--- config.mk ---
export PLATFORM = sky130hd
export DESIGN_NAME = decimal_price_to_cents_parser_unit
export DESIGN_NICKNAME = d
export VERILOG_FILES = /design/src/rtl/core/dptc_pkg.sv /design/src/rtl/core/decimal_price_to_cents_parser_unit.sv /design/src/rtl/core/dptc_front.sv /design/src/rtl/core/dptc_queue.sv /design/src/rtl/core/dptc_back.sv
export SDC_FILE = /design/constraint.sdc
export NUM_CORES = 1
export LEC_CHECK = 0
export BUFFER_PORTS_ARGS = -buffer_cell sky130_fd_sc_hd__clkbuf_2
export CORE_MARGIN = 4
export CORE_UTILIZATION = 57
export CTS_CLUSTER_DIAMETER = 150
export DETAILED_ROUTE_END_ITERATION = 10
export PLACE_DENSITY = 0.78
export SLEW_MARGIN = 5
export SYNTH_ARGS = -nofsm -noshare
export SYNTH_HDL_FRONTEND = slang
export SYNTH_SLANG_ARGS = --single-unit
--- constraint.sdc ---
create_clock -name i_clk -period 5.8 [get_ports i_clk]
set_clock_uncertainty 0.15 [all_clocks]
set_input_delay 0.87 -clock i_clk [delete_from_list [all_inputs] [get_ports i_clk]]
set_output_delay 0.87 -clock i_clk [all_outputs]
set_load 0.01 [all_outputs]
--- src/rtl/core/dptc_pkg.sv ---
`timescale 1ns / 1ps
// ----------------------------------------------------------------------------
// dptc_pkg
// Types and constants shared by the decimal price to cents parser modules.
// ----------------------------------------------------------------------------
package dptc_pkg;

    // Width of the parsed price in hundredths.
    localparam int PRICE_BITS = 40;

    // Depth of the queue between the classifier and the accumulator.
    localparam int QUEUE_DEPTH = 2;
    localparam int QUEUE_AW    = (QUEUE_DEPTH > 1) ? $clog2(QUEUE_DEPTH) : 1;

    localparam logic [7:0] CHAR_DOT  = 8'h2E;
    localparam logic [7:0] CHAR_ZERO = 8'h30;
    localparam logic [7:0] CHAR_NINE = 8'h39;

    localparam logic [1:0] KIND_MARKET = 2'd0;

    typedef enum logic [2:0] {
        ST_OK           = 3'd0,
        ST_MALFORMED    = 3'd1,
        ST_DECIMALS     = 3'd2,
        ST_NOT_POSITIVE = 3'd3,
        ST_OVERFLOW     = 3'd4
    } t_status;

    typedef enum logic [1:0] {
        CC_NONE  = 2'd0,
        CC_DIGIT = 2'd1,
        CC_DOT   = 2'd2,
        CC_OTHER = 2'd3
    } t_char_class;

    typedef struct packed {
        logic [7:0] char_code;
        logic       has_char;
        logic       last;
        logic [1:0] order_kind;
    } t_in_item;

    typedef struct packed {
        logic [PRICE_BITS-1:0] price_cents;
        t_status               status;
    } t_out_item;

    // One classified character as it travels from the front to the back.
    typedef struct packed {
        t_char_class cls;
        logic [3:0]  digit;
        logic        last;
        logic        market;
    } t_cls_item;

endpackage

--- src/rtl/core/decimal_price_to_cents_parser_unit.sv ---
`timescale 1ns / 1ps
// ----------------------------------------------------------------------------
// decimal_price_to_cents_parser_unit
// Parses an ASCII price string, one character per item, into hundredths.
// ----------------------------------------------------------------------------
// Throughput: one item per cycle while the output is not stalled; the digit
// accumulator takes one character from the queue each cycle unless the output stalls.
// Path of the result: the last character goes through the queue write, the accumulate
// stage and the scale-and-check stage into the output register.
// Reset: synchronous, active low; clears the queue, the accumulators and all
// valid flags. No clearing pass is needed.
module decimal_price_to_cents_parser_unit (
    input  logic                i_clk,
    input  logic                i_rst_n,
    input  logic                i_valid,
    output logic                o_ready,
    input  dptc_pkg::t_in_item  i_data,
    output logic                o_valid,
    input  logic                i_ready,
    output dptc_pkg::t_out_item o_data
);
    import dptc_pkg::*;

    logic      w_push;
    t_cls_item w_push_item;
    logic      w_q_not_full;
    logic      w_q_valid;
    logic      w_q_pop;
    t_cls_item w_q_item;

    dptc_front u_front (
        .i_valid       (i_valid),
        .o_ready       (o_ready),
        .i_data        (i_data),
        .o_push        (w_push),
        .o_item        (w_push_item),
        .i_queue_ready (w_q_not_full)
    );

    dptc_queue u_queue (
        .i_clk      (i_clk),
        .i_rst_n    (i_rst_n),
        .i_push     (w_push),
        .i_item     (w_push_item),
        .o_not_full (w_q_not_full),
        .o_valid    (w_q_valid),
        .i_pop      (w_q_pop),
        .o_item     (w_q_item)
    );

    dptc_back u_back (
        .i_clk     (i_clk),
        .i_rst_n   (i_rst_n),
        .i_q_valid (w_q_valid),
        .i_q_item  (w_q_item),
        .o_q_pop   (w_q_pop),
        .o_valid   (o_valid),
        .i_ready   (i_ready),
        .o_data    (o_data)
    );

    // Any result other than ok carries a zero price.
    a_err_zero_price: assert property (@(posedge i_clk) disable iff (!i_rst_n)
        (o_valid && o_data.status != ST_OK) |-> (o_data.price_cents == '0))
        else $error("error result carries a nonzero price");

    // No result appears in the cycle after reset.
    a_reset_clears: assert property (@(posedge i_clk)
        !i_rst_n |=> !o_valid)
        else $error("result valid right after reset");

    // The queue only accepts a character when it has room.
    a_queue_flow: assert property (@(posedge i_clk) disable iff (!i_rst_n)
        w_push |-> w_q_not_full)
        else $error("queue written while full");

    // A status code outside the defined set is never produced.
    a_status_range: assert property (@(posedge i_clk) disable iff (!i_rst_n)
        o_valid |-> (o_data.status == ST_OK || o_data.status == ST_MALFORMED
                     || o_data.status == ST_DECIMALS
                     || o_data.status == ST_NOT_POSITIVE
                     || o_data.status == ST_OVERFLOW))
        else $error("undefined status code");

endmodule

--- src/rtl/core/dptc_front.sv ---
`timescale 1ns / 1ps
// ----------------------------------------------------------------------------
// dptc_front
// Classifies each incoming character as digit, dot, other or none and
// drops items that carry no character and do not end the string.
// ----------------------------------------------------------------------------
module dptc_front (
    input  logic                i_valid,
    output logic                o_ready,
    input  dptc_pkg::t_in_item  i_data,
    output logic                o_push,
    output dptc_pkg::t_cls_item o_item,
    input  logic                i_queue_ready
);
    import dptc_pkg::*;

    logic [7:0] w_digit_full;

    assign w_digit_full = i_data.char_code - CHAR_ZERO;

    always_comb begin
        o_item.digit  = w_digit_full[3:0];
        o_item.last   = i_data.last;
        o_item.market = (i_data.order_kind == KIND_MARKET);
        if (!i_data.has_char) begin
            o_item.cls = CC_NONE;
        end else if (i_data.char_code == CHAR_DOT) begin
            o_item.cls = CC_DOT;
        end else if (i_data.char_code >= CHAR_ZERO && i_data.char_code <= CHAR_NINE) begin
            o_item.cls = CC_DIGIT;
        end else begin
            o_item.cls = CC_OTHER;
        end
    end

    // An item with no character that does not end the string changes nothing.
    assign o_ready = i_queue_ready;
    assign o_push  = i_valid && i_queue_ready && (i_data.has_char || i_data.last);

endmodule

--- src/rtl/core/dptc_queue.sv ---
`timescale 1ns / 1ps
// ----------------------------------------------------------------------------
// dptc_queue
// Short first-in first-out queue of classified characters between the
// front and the back.
// ----------------------------------------------------------------------------
module dptc_queue (
    input  logic                i_clk,
    input  logic                i_rst_n,
    input  logic                i_push,
    input  dptc_pkg::t_cls_item i_item,
    output logic                o_not_full,
    output logic                o_valid,
    input  logic                i_pop,
    output dptc_pkg::t_cls_item o_item
);
    import dptc_pkg::*;

    t_cls_item           r_mem [QUEUE_DEPTH];
    logic [QUEUE_AW-1:0] r_wptr, n_wptr;
    logic [QUEUE_AW-1:0] r_rptr, n_rptr;
    logic [QUEUE_AW:0]   r_count, n_count;
    logic                w_pop;

    assign o_not_full = (r_count != (QUEUE_AW+1)'(QUEUE_DEPTH));
    assign o_valid    = (r_count != '0);
    assign o_item     = r_mem[r_rptr];
    assign w_pop      = i_pop && o_valid;

    always_comb begin
        n_wptr  = r_wptr;
        n_rptr  = r_rptr;
        n_count = r_count;
        if (i_push) begin
            n_wptr = (r_wptr == QUEUE_AW'(QUEUE_DEPTH - 1)) ? '0 : r_wptr + 1'b1;
        end
        if (w_pop) begin
            n_rptr = (r_rptr == QUEUE_AW'(QUEUE_DEPTH - 1)) ? '0 : r_rptr + 1'b1;
        end
        if (i_push && !w_pop) begin
            n_count = r_count + 1'b1;
        end else if (!i_push && w_pop) begin
            n_count = r_count - 1'b1;
        end
    end

    always_ff @(posedge i_clk) begin
        if (!i_rst_n) begin
            r_wptr  <= '0;
            r_rptr  <= '0;
            r_count <= '0;
        end else begin
            r_wptr  <= n_wptr;
            r_rptr  <= n_rptr;
            r_count <= n_count;
        end
    end

    always_ff @(posedge i_clk) begin
        if (i_push) begin
            r_mem[r_wptr] <= i_item;
        end
    end

endmodule

--- src/rtl/core/dptc_back.sv ---
`timescale 1ns / 1ps
// ----------------------------------------------------------------------------
// dptc_back
// Accumulates the whole and fractional parts one character per cycle unless the
// output stalls, then in a second stage scales by one hundred, checks the range
// and forms the result item in the output register.
// ----------------------------------------------------------------------------
module dptc_back (
    input  logic                 i_clk,
    input  logic                 i_rst_n,
    input  logic                 i_q_valid,
    input  dptc_pkg::t_cls_item  i_q_item,
    output logic                 o_q_pop,
    output logic                 o_valid,
    input  logic                 i_ready,
    output dptc_pkg::t_out_item  o_data
);
    import dptc_pkg::*;

    localparam int WW = PRICE_BITS + 4;
    localparam int TW = PRICE_BITS + 7;

    typedef struct packed {
        logic [PRICE_BITS-1:0] whole;
        logic [6:0]            frac;
        logic [1:0]            frac_count;
        logic                  dot_seen;
        logic                  whole_digit_seen;
        logic                  whole_ovf;
        t_status               first_error;
        logic                  market;
    } t_fin_rec;

    // Accumulation state
    logic [PRICE_BITS-1:0] r_whole, n_whole;
    logic [6:0]            r_frac, n_frac;
    logic [1:0]            r_frac_count, n_frac_count;
    logic                  r_dot_seen, n_dot_seen;
    logic                  r_wds, n_wds;
    logic                  r_whole_ovf, n_whole_ovf;
    t_status               r_first_error, n_first_error;

    // Finish stage and output register
    logic                  r_fin_valid, n_fin_valid;
    t_fin_rec              r_fin, n_fin;
    logic                  r_out_valid, n_out_valid;
    t_out_item             r_out, n_out;

    logic                  w_out_free, w_fin_adv, w_take;
    logic [WW-1:0]         w_whole_x10;
    logic [6:0]            w_frac_scaled;
    logic [TW-1:0]         w_total;
    logic                  w_too_big;
    t_out_item             w_result;

    assign w_out_free = !r_out_valid || i_ready;
    assign w_fin_adv  = r_fin_valid && w_out_free;
    assign o_q_pop    = !r_fin_valid || w_out_free;
    assign w_take     = i_q_valid && o_q_pop;

    assign w_whole_x10 = {1'b0, r_whole, 3'b000} + {3'b000, r_whole, 1'b0}
                       + {{(WW-4){1'b0}}, i_q_item.digit};

    always_comb begin
        n_whole       = r_whole;
        n_frac        = r_frac;
        n_frac_count  = r_frac_count;
        n_dot_seen    = r_dot_seen;
        n_wds         = r_wds;
        n_whole_ovf   = r_whole_ovf;
        n_first_error = r_first_error;
        n_fin_valid   = r_fin_valid && !w_fin_adv;
        n_fin         = r_fin;

        if (w_take && r_first_error == ST_OK) begin
            unique case (i_q_item.cls)
                CC_NONE: begin
                end
                CC_DOT: begin
                    if (r_dot_seen) begin
                        n_first_error = ST_MALFORMED;
                    end else begin
                        n_dot_seen = 1'b1;
                    end
                end
                CC_OTHER: begin
                    n_first_error = ST_MALFORMED;
                end
                CC_DIGIT: begin
                    if (!r_dot_seen) begin
                        n_wds = 1'b1;
                        // A digit that would carry past the price width is lost.
                        if (r_whole_ovf || (w_whole_x10[WW-1:PRICE_BITS] != '0)) begin
                            n_whole_ovf = 1'b1;
                        end else begin
                            n_whole = w_whole_x10[PRICE_BITS-1:0];
                        end
                    end else if (r_frac_count == 2'd2 || r_frac_count == 2'd3) begin
                        n_first_error = ST_DECIMALS;
                    end else begin
                        n_frac       = 7'({r_frac, 3'b000} + {2'b00, r_frac, 1'b0})
                                     + {3'b000, i_q_item.digit};
                        n_frac_count = r_frac_count + 1'b1;
                    end
                end
                default: begin
                end
            endcase
        end

        if (w_take && i_q_item.last) begin
            n_fin_valid          = 1'b1;
            n_fin.whole          = n_whole;
            n_fin.frac           = n_frac;
            n_fin.frac_count     = n_frac_count;
            n_fin.dot_seen       = n_dot_seen;
            n_fin.whole_digit_seen = n_wds;
            n_fin.whole_ovf      = n_whole_ovf;
            n_fin.first_error    = n_first_error;
            n_fin.market         = i_q_item.market;
            n_whole       = '0;
            n_frac        = '0;
            n_frac_count  = '0;
            n_dot_seen    = 1'b0;
            n_wds         = 1'b0;
            n_whole_ovf   = 1'b0;
            n_first_error = ST_OK;
        end
    end

    // Second stage: whole * 100 + scaled fraction, then the status decision.
    always_comb begin
        case (r_fin.frac_count)
            2'd1:    w_frac_scaled = 7'({r_fin.frac, 3'b000} + {2'b00, r_fin.frac, 1'b0});
            2'd2:    w_frac_scaled = r_fin.frac;
            default: w_frac_scaled = '0;
        endcase
    end

    assign w_total = {1'b0, r_fin.whole, 6'b000000}
                   + {2'b00, r_fin.whole, 5'b00000}
                   + {5'b00000, r_fin.whole, 2'b00}
                   + {{(TW-7){1'b0}}, w_frac_scaled};
    assign w_too_big = r_fin.whole_ovf || (w_total[TW-1:PRICE_BITS] != '0);

    always_comb begin
        w_result.price_cents = '0;
        w_result.status      = ST_OK;
        if (r_fin.market) begin
            w_result.status = ST_OK;
        end else if (r_fin.first_error != ST_OK) begin
            w_result.status = r_fin.first_error;
        end else if (!r_fin.whole_digit_seen
                     || (r_fin.dot_seen && r_fin.frac_count == 2'd0)) begin
            w_result.status = ST_MALFORMED;
        end else if (w_too_big) begin
            w_result.status = ST_OVERFLOW;
        end else if (w_total[PRICE_BITS-1:0] == '0) begin
            w_result.status = ST_NOT_POSITIVE;
        end else begin
            w_result.price_cents = w_total[PRICE_BITS-1:0];
        end
    end

    always_comb begin
        n_out_valid = r_out_valid && !i_ready;
        n_out       = r_out;
        if (w_fin_adv) begin
            n_out_valid = 1'b1;
            n_out       = w_result;
        end
    end

    always_ff @(posedge i_clk) begin
        if (!i_rst_n) begin
            r_whole       <= '0;
            r_frac        <= '0;
            r_frac_count  <= '0;
            r_dot_seen    <= 1'b0;
            r_wds         <= 1'b0;
            r_whole_ovf   <= 1'b0;
            r_first_error <= ST_OK;
            r_fin_valid   <= 1'b0;
            r_out_valid   <= 1'b0;
        end else begin
            r_whole       <= n_whole;
            r_frac        <= n_frac;
            r_frac_count  <= n_frac_count;
            r_dot_seen    <= n_dot_seen;
            r_wds         <= n_wds;
            r_whole_ovf   <= n_whole_ovf;
            r_first_error <= n_first_error;
            r_fin_valid   <= n_fin_valid;
            r_out_valid   <= n_out_valid;
        end
    end

    always_ff @(posedge i_clk) begin
        r_fin <= n_fin;
        r_out <= n_out;
    end

    assign o_valid = r_out_valid;
    assign o_data  = r_out;

endmodule

==> flow_metrics.py, run 1 <==
metrics = {
    "run": {
        "maxCapViolCount": 0,
    },
    "finish": {
        "design_area_um2": 15860,
        "area_growth_syn_to_layout_pct": 10.35,
        "layout.cells.non_filler": 1897,
        "diodes": 0,
        "final_nets": 1807,
        "drive_above_1_share_pct": 11.32,
        "utilization_pct": 64.63,
        "final.fill_count": 1969,
    },
    "setup_path": {
        "rrSetupSlack_ns": 0.09,
        "r2r-end": "u_back.o_data[30]",
        "end_kind": "flop",
        "critPathMostFrequentCell": "xnor2_1",
        "crit_chain": "ha_1 -> a21o_1 -> a21oi_2 -> xnor2_1 -> a22o_1 -> nand2_1 -> fa_1 -> inv_1 -> fa_2 -> ha_4 -> nor2b_1 -> o31a_1 -> buf_4 -> o21a_1 -> nor2_1 -> xnor2_1 -> nor4_2 -> nand4_1 -> nor4_4 -> a211o_2 -> and3b_1",
        "r2r-start": "u_back.r_fin[12]",
        "crit_arrival_ns": 5.76,
        "crit_slowest_cell": "fa_2",
        "r2r_cells": 21,
        "critPathMaxStageDelay_ns": 0.56,
        "crit_required_ns": 5.85,
        "path_class": "reg -> reg",
        "crit_path_max_fanout": 5,
        "startpoint_type": "flop",
    },
    "yosys": {
        "synth-async-reset-ratio_pct": 0,
        "yosys.area.top_type": "edfxtp_1",
        "ys_ff_latch": 177,
        "synth_edf_count": 115,
        "synth.top_cells.by_count": "187 x ha_1, 145 x nand2_1, 115 x edfxtp_1, 105 x a21oi_1, 96 x o21ai_0",
        "synth_top_area_share_pct": 24.03,
        "synth.distinct_cells": 83,
        "synthFlopType": "edfxtp_1",
        "ys_seq_area_share_pct": 32.67,
        "synth_nets": 1761,
        "synth_top_cells_by_area": "edfxtp_1 24%, ha_1 16%, dfxtp_1 8.6%, fa_1 6.1%, nand2_1 3.8%",
        "syn-cell-area_um2": 14370,
        "ys_warn_count": 0,
        "yosysMostFrequentCell": "ha_1",
        "syn_inst": 1514,
        "syn_avg_cell_area_um2": 9.491,
    },
    "hold_path": {
        "holdPathEnd": "u_back.r_fin[3]",
        "worstHoldStart": "u_back.r_first_error[2]",
        "hold_depth": 0,
        "hold_path_class": "reg -> reg",
    },
    "clock_tree": {
        "numCtsBuffers": 17,
        "clk_latency_ns": 0.44,
        "tritoncts": "built",
        "h-tree-depth": 4,
        "clk_pin_slew_ns": 0.08,
        "ctsRootBufferMaster": "clkbuf_16",
        "clk_path_buf_depth": 2,
        "clkSinkCount": 177,
    },
    "power": {
        "leakagePower_nw": 6.736,
        "ir_worst_vdd_mv": 0.2886,
        "powerDensity_nw_per_um2": 541.8,
    },
    "timing": {
        "period_share_pct": 98.48,
        "worst_pin_slew_ns": 1.171,
        "slew_headroom_pct": 21.60,
        "period_needed_ns": 5.712,
        "slew_violations": 0,
        "worst_slack_ns": 0.08831,
        "setup-violations-final": 0,
        "setup_tns_ns": 0,
        "hold_viol_final": 0,
        "fmax_mhz": 175.1,
    },
    "global_routing": {
        "antenna_found_initial": 0,
        "grt_pass1_wl_um": 55610,
        "track_usage_pct": 23.91,
        "grt_max_degree": 108,
        "grt_pass1_vias": 11200,
        "overflow": 0,
    },
    "drt": {
        "drc": 0,
        "wl_um": 34140,
        "drt_iter0_markers": 995,
        "num_vias": 11890,
        "viasPerCell": 6.268,
        "routedWlPerCell_um": 18.00,
        "drtPass1Iterations": 6,
        "detail-route-antenna-nets": 0,
    },
    "placement": {
        "dp_hpwl_um": 26170,
        "place_ws_ns": -0.1189,
        "placedInstanceArea_um2": 15030,
        "gp_congestion": 0.9695,
        "dp_cells": 1860,
        "numPortBuffers": 60,
    },
    "die": {
        "initial_core_util_pct": 58.57,
        "die_y_um": 166.8,
        "core_um2": 24530,
        "die_x_um": 166.8,
        "boundaryPins": 61,
        "rows": 57,
        "die_area_um2": 27810,
    },
    "run_status": {
        "status": "finished clean",
    },
}
-- sequential cells by signal, summed over array words and instances (netlist names), named ones only --
name / cells
u_back.r_fin: 56
u_back.o_data: 43
u_back.r_whole: 40
u_queue.r_mem: 16
u_back.r_frac: 7
u_back.r_first_error: 3
u_back.r_frac_count: 2
u_queue.r_count: 2
u_back.o_valid: 1
u_back.r_dot_seen: 1
u_back.r_fin_valid: 1
u_back.r_wds: 1
u_back.r_whole_ovf: 1
u_queue.r_rptr: 1
u_queue.r_wptr: 1
-- power breakdown --
part	switching, mW	internal (mW)	leakage [nW]
Combinational	3.59	2.11	4.85
Clock	0.580	0.587	0.293
Sequential	0.160	1.57	1.59
-- logic make-up (layout without fill, tap and decap cells) --
| family | after synthesis | in the layout | share of synthesized area (%) |
|---|---|---|---|
| AND/OR/NAND/NOR | 467 | 467 | 15.94 |
| AO/OA/AOI/OAI | 432 | 434 | 19.84 |
| adder cells (fa/ha/maj) | 231 | 231 | 22.41 |
| flip-flops | 177 | 177 | 32.67 |
| buffers and inverters | 116 | 173 | 3.352 |
| XOR/XNOR | 75 | 75 | 4.572 |
| multiplexers | 16 | 16 | 1.210 |
-- what timing repair did --
action                     CTS  global route
setup endpoints to repair   19            50
cloned                       1             1
pin swaps                    3            12
buffers inserted             0             3
gates resized for setup      3            31
hold buffers                 0             0
-- per-layer routing --
layer | vias to the layer above | GRT usage [%] | wire length, µm
li1 | 5737 | - | -
met1 | 5700 | 34.46 | 15810
met2 | 397 | 38.07 | 15810
met3 | 57 | 3.129 | 1798
met4 | 0 | 6.901 | 720
met5 | - | 0 | 0
-- area by class of cell --
class,instances,area [µm²],area share (%)
sequential,177,4695,29.61
clock inverter,15,181.4,1.144
clock buffer,17,425.4,2.683
multi-input combinational,1223,9432,59.48
tap,324,405.4,2.557
inverter,54,202.7,1.278
timing repair buffer,87,515.5,3.251
-- worst max-delay path: cells and delay by family (launching register included) --
kind	cells	cell delay, ns
fa+ha+maj	4	1.56
xor+xnor	2	0.28
simple gates	7	1.60
buf+inv	2	0.24
compound gates	6	1.22
flops	1	0.42
-- worst max-delay path by stage --
stage	startpoint	endpoint	slack, ns
finish	u_back.r_fin[12]	u_back.o_data[30]	0.09
global route	u_back.r_fin[11]	u_back.o_data[37]	-0.12
CTS	u_back.r_fin[10]	u_back.o_data[37]	0.004
detailed placement	u_back.r_fin[10]	u_back.o_data[37]	-0.12
global placement	u_back.r_fin[10]	u_back.o_data[9]	0.04
floorplan	u_back.r_fin[10]	u_back.o_data[12]	0.40
-- stage by stage --
stage / hold slack, ns / total power [mW]
global route: 0.3486 / 9.234
CTS: 0.3189 / 8.243
finish: 0.3296 / 8.591
detailed placement: 0.3010 / 6.986
floorplan: 0.2925 / 5.699
global placement: 0.2923 / 6.921
-- cell usage in the layout (no fill, tap or decap), drive strengths merged, types with 8 or more instances in the layout --
master	instances
edfxtp	115
o31ai	34
ha	187
a21oi	107
a21o	37
nor2	94
or2	9
inv	63
nor2b	11
and3	11
xnor2	43
a31oi	15
a211oi	16
and2	32
nor4	8
a21boi	9
nand4	35
buf	27
o21ai	99
o21a	16
fa	44
o21bai	18
xor2	32
clkbuf	77
o211ai	24
mux2	11
nand2	145
nand3	58
dfxtp	62
nor3	25
(Power assumes the default switching activity.)
==> run 2, diff against run 1 <==
CELL_PAD_IN_SITES_DETAIL_PLACEMENT = 0   (was unset)
CELL_PAD_IN_SITES_GLOBAL_PLACEMENT = 2   (was unset)
CORE_UTILIZATION = 37   (was 57)
MAX_ROUTING_LAYER = met4   (was unset)
PLACE_DENSITY = unset   (was 0.78)
PLACE_DENSITY_LB_ADDON = 0.1   (was unset)
SLEW_MARGIN = 10   (was 5)
==> run 2 against run 1 <==
Fmax grew 3.2%. Combinational power is 5.1% higher. Clock-buffer cell count unchanged. Via count down 4.2%. Register-to-register slack gained 0.18 ns. Cell area is 3.4% higher. Utilization shrank 21 points.
==> flow_metrics.py, run 2 (same netlist as run 1, synthesis figures left out) <==
metrics = {
    "hold_path": {
        "worstHoldStart": "u_back.r_first_error[2]",
        "hold_path_class": "reg -> reg",
        "hold_depth": 0,
        "holdPathEnd": "u_back.r_fin[3]",
    },
    "run": {
        "maxCapViolCount": 0,
    },
    "drt": {
        "drtPass1Iterations": 5,
        "detail-route-antenna-nets": 0,
        "num_vias": 11390,
        "wl_um": 38490,
        "drc": 0,
        "drt_iter0_markers": 666,
        "routedWlPerCell_um": 18.09,
        "viasPerCell": 5.356,
    },
    "clock_tree": {
        "clk_path_buf_depth": 2,
        "clk_latency_ns": 0.45,
        "h-tree-depth": 4,
        "clk_pin_slew_ns": 0.08,
        "tritoncts": "built",
        "ctsRootBufferMaster": "clkbuf_16",
        "clkSinkCount": 177,
        "numCtsBuffers": 17,
    },
    "timing": {
        "period_needed_ns": 5.537,
        "slew_violations": 0,
        "period_share_pct": 95.46,
        "worst_pin_slew_ns": 0.9297,
        "fmax_mhz": 180.6,
        "slew_headroom_pct": 37.74,
        "setup_tns_ns": 0,
        "setup-violations-final": 0,
        "hold_viol_final": 0,
    },
    "die": {
        "die_area_um2": 42050,
        "rows": 71,
        "die_y_um": 205.1,
        "die_x_um": 205.1,
        "boundaryPins": 61,
        "initial_core_util_pct": 37.79,
        "core_um2": 38020,
    },
    "setup_path": {
        "path_class": "reg -> reg",
        "crit_arrival_ns": 5.58,
        "r2r-start": "u_back.r_fin[10]",
        "crit_family": "compound AO/OA/AOI/OAI gates",
        "path_buf_inv": 2,
        "crit_chain": "ha_1 -> a21o_1 -> a21oi_2 -> xnor2_1 -> a22o_1 -> nand2_1 -> fa_1 -> inv_1 -> fa_1 -> ha_4 -> nor2b_2 -> o31a_1 -> o21ai_0 -> a21oi_1 -> or3_1 -> a21oi_1 -> nand4_1 -> nor4_1 -> buf_4 -> a211o_4 -> and4b_1",
        "rrSetupSlack_ns": 0.26,
        "crit_slowest_cell": "fa_1",
        "startpoint_type": "flop",
        "critPathMaxStageDelay_ns": 0.49,
        "r2r-end": "u_back.o_data[34]",
        "crit_path_max_fanout": 7,
        "crit_required_ns": 5.84,
        "r2r_cells": 21,
        "end_kind": "flop",
    },
    "global_routing": {
        "overflow": 0,
        "grt_pass1_wl_um": 61660,
        "grt_max_degree": 59,
        "grt_pass1_vias": 11270,
        "track_usage_pct": 18.92,
        "antenna_found_initial": 0,
    },
    "finish": {
        "diodes": 0,
        "design_area_um2": 16400,
        "area_growth_syn_to_layout_pct": 14.13,
        "regMostFlops": "u_back.r_fin",
        "final_nets": 1850,
        "largest_reg_flops": 56,
        "layout.cells.non_filler": 2127,
        "drive_above_1_share_pct": 13.80,
        "final_cell_mix": "185 x ha_1, 145 x nand2_1, 115 x edfxtp_1",
        "final_common_cell": "ha_1",
    },
    "power": {
        "leakagePower_nw": 6.911,
        "p_sw_share_pct": 49.78,
        "powerDensity_nw_per_um2": 541.8,
        "power_frac_clock_pct": 13.1,
        "ir_worst_vdd_mv": 0.2518,
        "p_sw_mw": 4.424,
        "p_int_mw": 4.462,
        "power_frac_seq_pct": 19.6,
        "comb_power_share_pct": 67.3,
    },
    "placement": {
        "dp_hpwl_um": 31180,
        "numPortBuffers": 60,
        "gp_congestion": 0.8817,
        "placedInstanceArea_um2": 15550,
        "dp_cells": 2085,
    },
    "run_status": {
        "status": "finished clean",
    },
}
==> run 2: area by class of cell <==
type | instances | area (µm²)
Sequential cell | 177 | 4695
Clock inverter | 15 | 167.7
Clock buffer | 17 | 425.4
Inverter | 54 | 202.7
Multi-Input combinational cell | 1222 | 9424
Fill cell | 3847 | 21620
Tap cell | 511 | 639.4
Timing Repair Buffer | 131 | 845.8
==> run 2: worst register-to-register path, delay by kind of cell, from the launching register on <==
kind / cells / cell delay [ns]
AND/OR/NAND/NOR: 6 / 1.24
buffers and inverters: 2 / 0.24
adder cells (fa/ha/maj): 4 / 1.56
XOR/XNOR: 1 / 0.12
AO/OA/AOI/OAI: 8 / 1.59
flip-flops: 1 / 0.39
==> run 2: power by group through the flow <==
stage,clock network [mW],registers [mW],logic (mW)
finish,1.16,1.74,5.98
global route,1.26,1.77,6.65
CTS,1.20,1.75,5.71
detailed placement,0,1.77,5.65
global placement,0,1.77,5.72
floorplan,0,1.75,3.95
==> run 2: layer usage <==
layer	part of all wire (%)	global-route usage, %
met3	2.4	2.438
met5	0	-
met2	43	27.63
met1	53	28.01
met4	1.8	4.354
==> run 2: worst max path at each step <==
stage	cells past startpoint	start	endpoint	slack (ns)
2_1_floorplan	21	u_back.r_fin[10]	u_back.o_data[12]	0.40
3_3_place_gp	22	u_back.r_fin[10]	u_back.o_data[9]	-0.03
3_5_place_dp	21	u_back.r_fin[10]	u_back.o_data[34]	-0.1
4_1_cts	21	u_back.r_fin[10]	u_back.o_data[34]	0.02
5_1_grt	21	u_back.r_fin[10]	u_back.o_data[40]	-0.005
6_report	21	u_back.r_fin[10]	u_back.o_data[34]	0.26
==> run 2: what timing repair did <==
| action | in CTS | in global routing |
|---|---|---|
| hold buffers | 0 | 0 |
| gates cloned | 0 | 1 |
| pin swaps | 3 | 16 |
| resized for setup | 1 | 35 |
| buffers inserted | 3 | 6 |
| endpoints found under the setup margin | 26 | 43 |
==> run 2: through the flow <==
| step | setup WS (ns) | total power, mW | hold WS [ns] | util, % |
|---|---|---|---|---|
| after floorplan | 0.3993 | 5.699 | 0.2925 | - |
| after global placement | -0.03481 | 7.492 | 0.2895 | 40.89 |
| after detailed placement | -0.09776 | 7.428 | 0.2929 | 40.89 |
| after CTS | 0.01709 | 8.651 | 0.3116 | 42.52 |
| after global routing | -0.004909 | 9.677 | 0.3371 | 43.13 |
| final | 0.2634 | 8.885 | 0.3195 | 43.13 |
